`src/rtl/pcdf_pkg.sv`:
```
// Shared types and constants for the point change deadband filter.
// Used by pcdf_eval, the top level and the testbench; no dependencies of its own.
package pcdf_pkg;

   // Per-point table size and its address width
   localparam int POINT_COUNT = 4096;
   localparam int PT_AW       = $clog2(POINT_COUNT);

   // Field widths
   localparam int POINT_W = 12;
   localparam int QUAL_W  = 8;
   localparam int VAL_W   = 32;
   localparam int TIME_W  = 32;
   localparam int HIST_W  = VAL_W + TIME_W;

   // Stream and register port widths
   localparam int REQ_TDATA_W = 88;
   localparam int RSP_TDATA_W = 24;
   localparam int CSR_AW      = 5;
   localparam int CSR_DW      = 32;

   // Deadband product width: 32-bit magnitude times up to a 10-bit factor
   localparam int PROD_W     = 42;
   localparam int DIFF_SCALE = 1000;

   // Quality constants
   localparam logic [QUAL_W-1:0] QUAL_CLEAR    = 8'hFF;
   localparam logic [QUAL_W-1:0] DIG_QUAL_MASK = 8'hF7 & 8'hFD;

   // Update kinds
   typedef enum logic [1:0] {
      FUNC_DIGITAL = 2'd0,
      FUNC_ANALOG  = 2'd1,
      FUNC_EVENT   = 2'd2,
      FUNC_UNUSED  = 2'd3
   } func_type;

   // Register indexes (word address)
   localparam logic [2:0] REG_FAST_WIN = 3'd0;
   localparam logic [2:0] REG_SLOW_WIN = 3'd1;
   localparam logic [2:0] REG_FAST_ABS = 3'd2;
   localparam logic [2:0] REG_SLOW_ABS = 3'd3;
   localparam logic [2:0] REG_FAST_REL = 3'd4;
   localparam logic [2:0] REG_SLOW_REL = 3'd5;
   localparam logic [2:0] REG_CUTOFF   = 3'd6;

   // Deadband configuration
   typedef struct packed {
      logic [15:0] fast_window;
      logic [15:0] slow_window;
      logic [15:0] fast_abs;
      logic [15:0] slow_abs;
      logic [9:0]  fast_rel;
      logic [9:0]  slow_rel;
      logic [30:0] cutoff;
   } cfg_type;

   // Operands of one analog evaluation
   typedef struct packed {
      logic [VAL_W-1:0]  sample;
      logic [VAL_W-1:0]  prev_value;
      logic [TIME_W-1:0] now;
      logic [TIME_W-1:0] prev_time;
   } eval_in_type;

endpackage

```
`src/rtl/pcdf_eval.sv`:
```
// Two-stage analog deadband evaluation: differences, then products and compares.
// Depends on pcdf_pkg for the configuration and operand types.
module pcdf_eval (
   input  logic                  clock,
   input  pcdf_pkg::cfg_type     cfg,
   input  pcdf_pkg::eval_in_type item,
   output logic                  step_hit
);

   logic [32:0]                     diff_wide;
   logic [31:0]                     diff_mag;
   logic [31:0]                     sample_mag;
   logic [pcdf_pkg::TIME_W-1:0]     elapsed;

   logic [31:0]                     diff_ff;
   logic [31:0]                     mag_ff;
   logic [pcdf_pkg::TIME_W-1:0]     elapsed_ff;

   logic [pcdf_pkg::PROD_W-1:0]     prod_diff_ff;
   logic [pcdf_pkg::PROD_W-1:0]     prod_fast_ff;
   logic [pcdf_pkg::PROD_W-1:0]     prod_slow_ff;
   logic                            big_ff;
   logic                            abs_fast_ff;
   logic                            abs_slow_ff;
   logic                            win_fast_ff;
   logic                            win_slow_ff;

   // Form magnitudes and elapsed time
   always_comb begin
      diff_wide  = {item.sample[31], item.sample} - {item.prev_value[31], item.prev_value};
      diff_mag   = diff_wide[32] ? 32'(~diff_wide + 33'd1) : diff_wide[31:0];
      sample_mag = item.sample[31] ? (~item.sample + 32'd1) : item.sample;
      elapsed    = item.now - item.prev_time;
   end

   // Stage one: hold magnitudes
   always_ff @(posedge clock) begin
      diff_ff    <= diff_mag;
      mag_ff     <= sample_mag;
      elapsed_ff <= elapsed;
   end

   // Stage two: scale both sides of the relative test, compare the rest
   always_ff @(posedge clock) begin
      prod_diff_ff <= pcdf_pkg::PROD_W'(diff_ff) * pcdf_pkg::PROD_W'(pcdf_pkg::DIFF_SCALE);
      prod_fast_ff <= pcdf_pkg::PROD_W'(mag_ff) * pcdf_pkg::PROD_W'(cfg.fast_rel);
      prod_slow_ff <= pcdf_pkg::PROD_W'(mag_ff) * pcdf_pkg::PROD_W'(cfg.slow_rel);
      big_ff       <= mag_ff > {1'b0, cfg.cutoff};
      abs_fast_ff  <= diff_ff >= 32'(cfg.fast_abs);
      abs_slow_ff  <= diff_ff >= 32'(cfg.slow_abs);
      win_fast_ff  <= elapsed_ff >= 32'(cfg.fast_window);
      win_slow_ff  <= elapsed_ff >= 32'(cfg.slow_window);
   end

   // Either window with its step met
   always_comb begin
      step_hit = (win_fast_ff && (big_ff ? (prod_diff_ff > prod_fast_ff) : abs_fast_ff)) ||
                 (win_slow_ff && (big_ff ? (prod_diff_ff > prod_slow_ff) : abs_slow_ff));
   end

endmodule

```
`config.mk`:
```
export PLATFORM = sky130hd
export DESIGN_NAME = pcdf_eval
export DESIGN_NICKNAME = d
export VERILOG_FILES = /design/src/rtl/pcdf_pkg.sv /design/src/rtl/pcdf_eval.sv
export SDC_FILE = /design/constraint.sdc
export NUM_CORES = 2
export LEC_CHECK = 0
export BUFFER_PORTS_ARGS = -buffer_cell sky130_fd_sc_hd__buf_4
export CELL_PAD_IN_SITES_DETAIL_PLACEMENT = 0
export CELL_PAD_IN_SITES_GLOBAL_PLACEMENT = 1
export CORE_UTILIZATION = 25
export CTS_CLUSTER_SIZE = 24
export DETAILED_ROUTE_END_ITERATION = 8
export PLACE_DENSITY_LB_ADDON = 0.1
export SLEW_MARGIN = 20
export SYNTH_ARGS = -nofsm -noshare
export SYNTH_HDL_FRONTEND = slang
export SYNTH_SLANG_ARGS = --single-unit
```
`constraint.sdc`:
```
create_clock -name clock -period 14.1 [get_ports clock]
set_clock_uncertainty 0.15 [all_clocks]
set_input_delay 1.41 -clock clock [delete_from_list [all_inputs] [get_ports clock]]
set_output_delay 1.41 -clock clock [all_outputs]
set_load 0.02 [all_outputs]
```
==> results.py <==
metrics = {
    "global_route": {
        "grt_pass1_wl_um": 190000,
        "gr-total-overflow": 0,
        "grt_max_degree": 33,
        "gr-usage-all-layers_pct": 15.9,
        "antenna_found_initial": 11,
        "grt_pass1_vias": 31400,
    },
    "critical_path": {
        "critPathLaunchType": "input port",
        "timing.rr.start": "mag_ff[0]",
        "crit_path_frequent_cell": "fa_1",
        "reg2regPathDepth": 22,
        "critPathLaunch": "cfg[50]",
        "path_cells": "buf_4 > nand2_1 > fa_1 > fa_1 > inv_1 > fa_1 > fa_1 > inv_1 > fa_1 > inv_1 > ha_1 > a21o_1 > a21oi_1 > a21boi_0 > a21oi_1 > o21ai_1 > a41oi_1 > a311o_1 > a311o_1 > a21o_1 > a21oi_1 > xnor2_1",
        "crit_type": "in -> reg",
        "critPathSlowestCell": "fa_1",
        "path_max_fanout": 32,
        "cp_slowest_stage_delay_ns": 0.54,
        "crit_arrival_ns": 8.04,
        "r2r_setup_slack_ns": 6.98,
        "required_ns": 14.44,
        "crit_path_end_kind": "flip-flop",
    },
    "placed_design": {
        "hpwl_um": 99800,
        "port_buffers": 244,
        "place_congestion": 0.775,
    },
    "floorplanning": {
        "dieArea_um2": 156000,
        "fp.dieW_um": 395,
        "io_pins": 245,
        "core-area_um2": 152000,
        "fp-row-count": 143,
        "die_h_um": 395,
        "initial_core_util_pct": 25.3,
    },
    "run": {
        "cap_viol_max_count": 0,
    },
    "yosys": {
        "ys.flop_type": "dfxtp_1",
        "netlist_area_um2": 38600,
        "synth-compound-area-share_pct": 11.5,
        "syn-instance-count": 4362,
        "synth-xor-area-share_pct": 4.95,
        "synth_edf_count": 0,
        "synth.avg_cell_area_um2": 8.84,
        "synth_top_family_by_area": "adder cells",
        "synth_cell_types": 78,
        "synthAdderAreaFrac_pct": 46.8,
        "yosysWarningCount": 0,
        "synth-simple-area-share_pct": 15.0,
        "synth_seq_cells": 224,
        "syn_nets": 5690,
        "async_flop_share_pct": 0,
        "muxShareOfSynthArea_pct": 0,
        "ys_seq_area_share_pct": 11.6,
    },
    "timing": {
        "hold_viol_final": 0,
        "fmax_mhz": 130,
        "relSlewSlack_pct": 32.0,
        "worst_pin_slew_ns": 1.01,
        "min_period_ns": 7.70,
        "grt_setup_unrepaired": "no",
        "slew_violations": 0,
        "setup_violations": 0,
        "tns_ns": 0,
        "fin_crit_sh_pct": 54.6,
    },
    "cells_and_area": {
        "nFillCells": 16400,
        "multiInputGateArea_um2": 30200,
        "finalNetCount": 5863,
        "syn2layout_area_growth_pct": 13.7,
        "drive_gt1_share_pct": 8.20,
        "final_common_cell": "inv_1",
        "final_cell_mix": "888 x inv_1, 596 x fa_1, 488 x ha_1",
        "regArea_um2": 4480,
    },
    "clock_tree": {
        "post_cts_resized": 0,
        "postCtsSetupRepairBufs": 0,
        "clock_path_buffers": 3,
        "cts_tree": "done",
        "clock-sinks": 224,
        "cts-root-buf": "clkbuf_16",
        "clock_latency_ns": 0.57,
        "cts.clk_slew.worst_paths_ns": 0.06,
        "ctsHoldBuffers": 0,
        "cts_htree_levels": 2,
        "cts_buffers": 34,
    },
    "drt": {
        "vias_per_cell": 4.39,
        "wl_per_cell_um": 18.4,
        "drt-total-wl_um": 121000,
        "via_count": 28900,
        "post-route-drc-count": 0,
        "first_iter_violations": 1001,
        "dr.pass1.iters": 5,
        "ant_nets": 0,
    },
    "hold_path": {
        "min_from": "diff_ff[0]",
        "hold_depth": 0,
        "hp-class": "reg -> reg",
    },
    "outcome": {
        "outcome": "completed",
    },
}
==> cells in the mapped netlist, types with 7 or more instances <==
master | count | area share, %
a211oi_1 | 14 | 0.27
or2_2 | 10 | 0.16
o21a_1 | 28 | 0.55
o31ai_1 | 20 | 0.39
nand2b_1 | 30 | 0.49
o211ai_1 | 15 | 0.29
a21o_1 | 149 | 2.9
xnor2_1 | 156 | 3.5
a31oi_1 | 17 | 0.28
o41ai_1 | 11 | 0.25
a31o_2 | 7 | 0.16
fa_1 | 596 | 31
xor2_1 | 62 | 1.4
o21bai_1 | 30 | 0.58
a21oi_1 | 206 | 2.7
o21ai_0 | 108 | 1.4
nand4_1 | 39 | 0.63
nor2_1 | 110 | 1.1
inv_1 | 888 | 8.6
dfxtp_1 | 224 | 12
ha_1 | 488 | 16
or3_1 | 15 | 0.24
nand3_1 | 42 | 0.55
and2_1 | 346 | 5.6
and4_1 | 10 | 0.23
a21boi_0 | 8 | 0.16
nor2b_1 | 32 | 0.52
nor4_1 | 13 | 0.21
and3_1 | 17 | 0.28
clkbuf_1 | 136 | 1.3
nor3_1 | 33 | 0.43
nand2_1 | 405 | 3.9
==> per-stage QoR <==
step           cells  worst slack (ns)  area (um^2)  utilization, %  hold WS, ns
2_1_floorplan   4362              6.71        38600               -        0.271
5_1_grt         6591              5.97        43800            28.8        0.477
6_report        6593              6.40        43800            28.8        0.421
3_5_place_dp    6529              5.86        42700            28.0        0.446
3_3_place_gp    6529              5.89        42700            28.0        0.455
4_1_cts         6589              6.45        43800            28.8        0.456
==> registers in the layout (all words and copies together), names as in the netlist <==
signal        cells
mag_ff           32
prod_slow_ff     42
elapsed_ff       32
prod_diff_ff     39
big_ff            1
abs_slow_ff       1
diff_ff          32
abs_fast_ff       1
win_slow_ff       1
win_fast_ff       1
prod_fast_ff     42
==> metal layers <==
layer / track usage, % / part of all wire [%] / up-vias
met3: 1.91 / 2.9 / 99
met5: 0 / 0.041 / -
li1: - / - / 14100
met1: 21.0 / 46 / 14400
met2: 27.5 / 49 / 343
met4: 3.69 / 2.2 / 8
==> worst paths after layout <==
path | end
max | prod_fast_ff[39]
min | prod_diff_ff[3]
max reg2reg | prod_fast_ff[39]
min reg2reg | prod_diff_ff[3]
==> cell type report <==
type | instances | share of cell area [%]
multi-input cells | 3107 | 68.9
diodes | 4 | 0.0228
clock inverters | 15 | 0.539
repair buffers | 280 | 4.79
flip-flops and latches | 224 | 10.2
well taps | 2030 | 5.79
inverters | 888 | 7.60
clock buffers | 45 | 2.15
==> cells by family after synthesis <==
kind of cell | count (synthesis)
simple gates | 1128
fa+ha+maj | 1084
buf+inv | 1031
compound gates | 677
flops | 224
xor+xnor | 218
==> worst max-delay path: cells and delay by family <==
kind	cells	cell delay [ns]
adder cells (fa/ha/maj)	6	2.98
AO/OA/AOI/OAI	10	2.91
buffers and inverters	4	0.47
AND/OR/NAND/NOR	1	0.14
XOR/XNOR	1	0.12
Power is not shown: default switching activity piles up to over one toggle a cycle in this logic, so the estimate is an artifact.
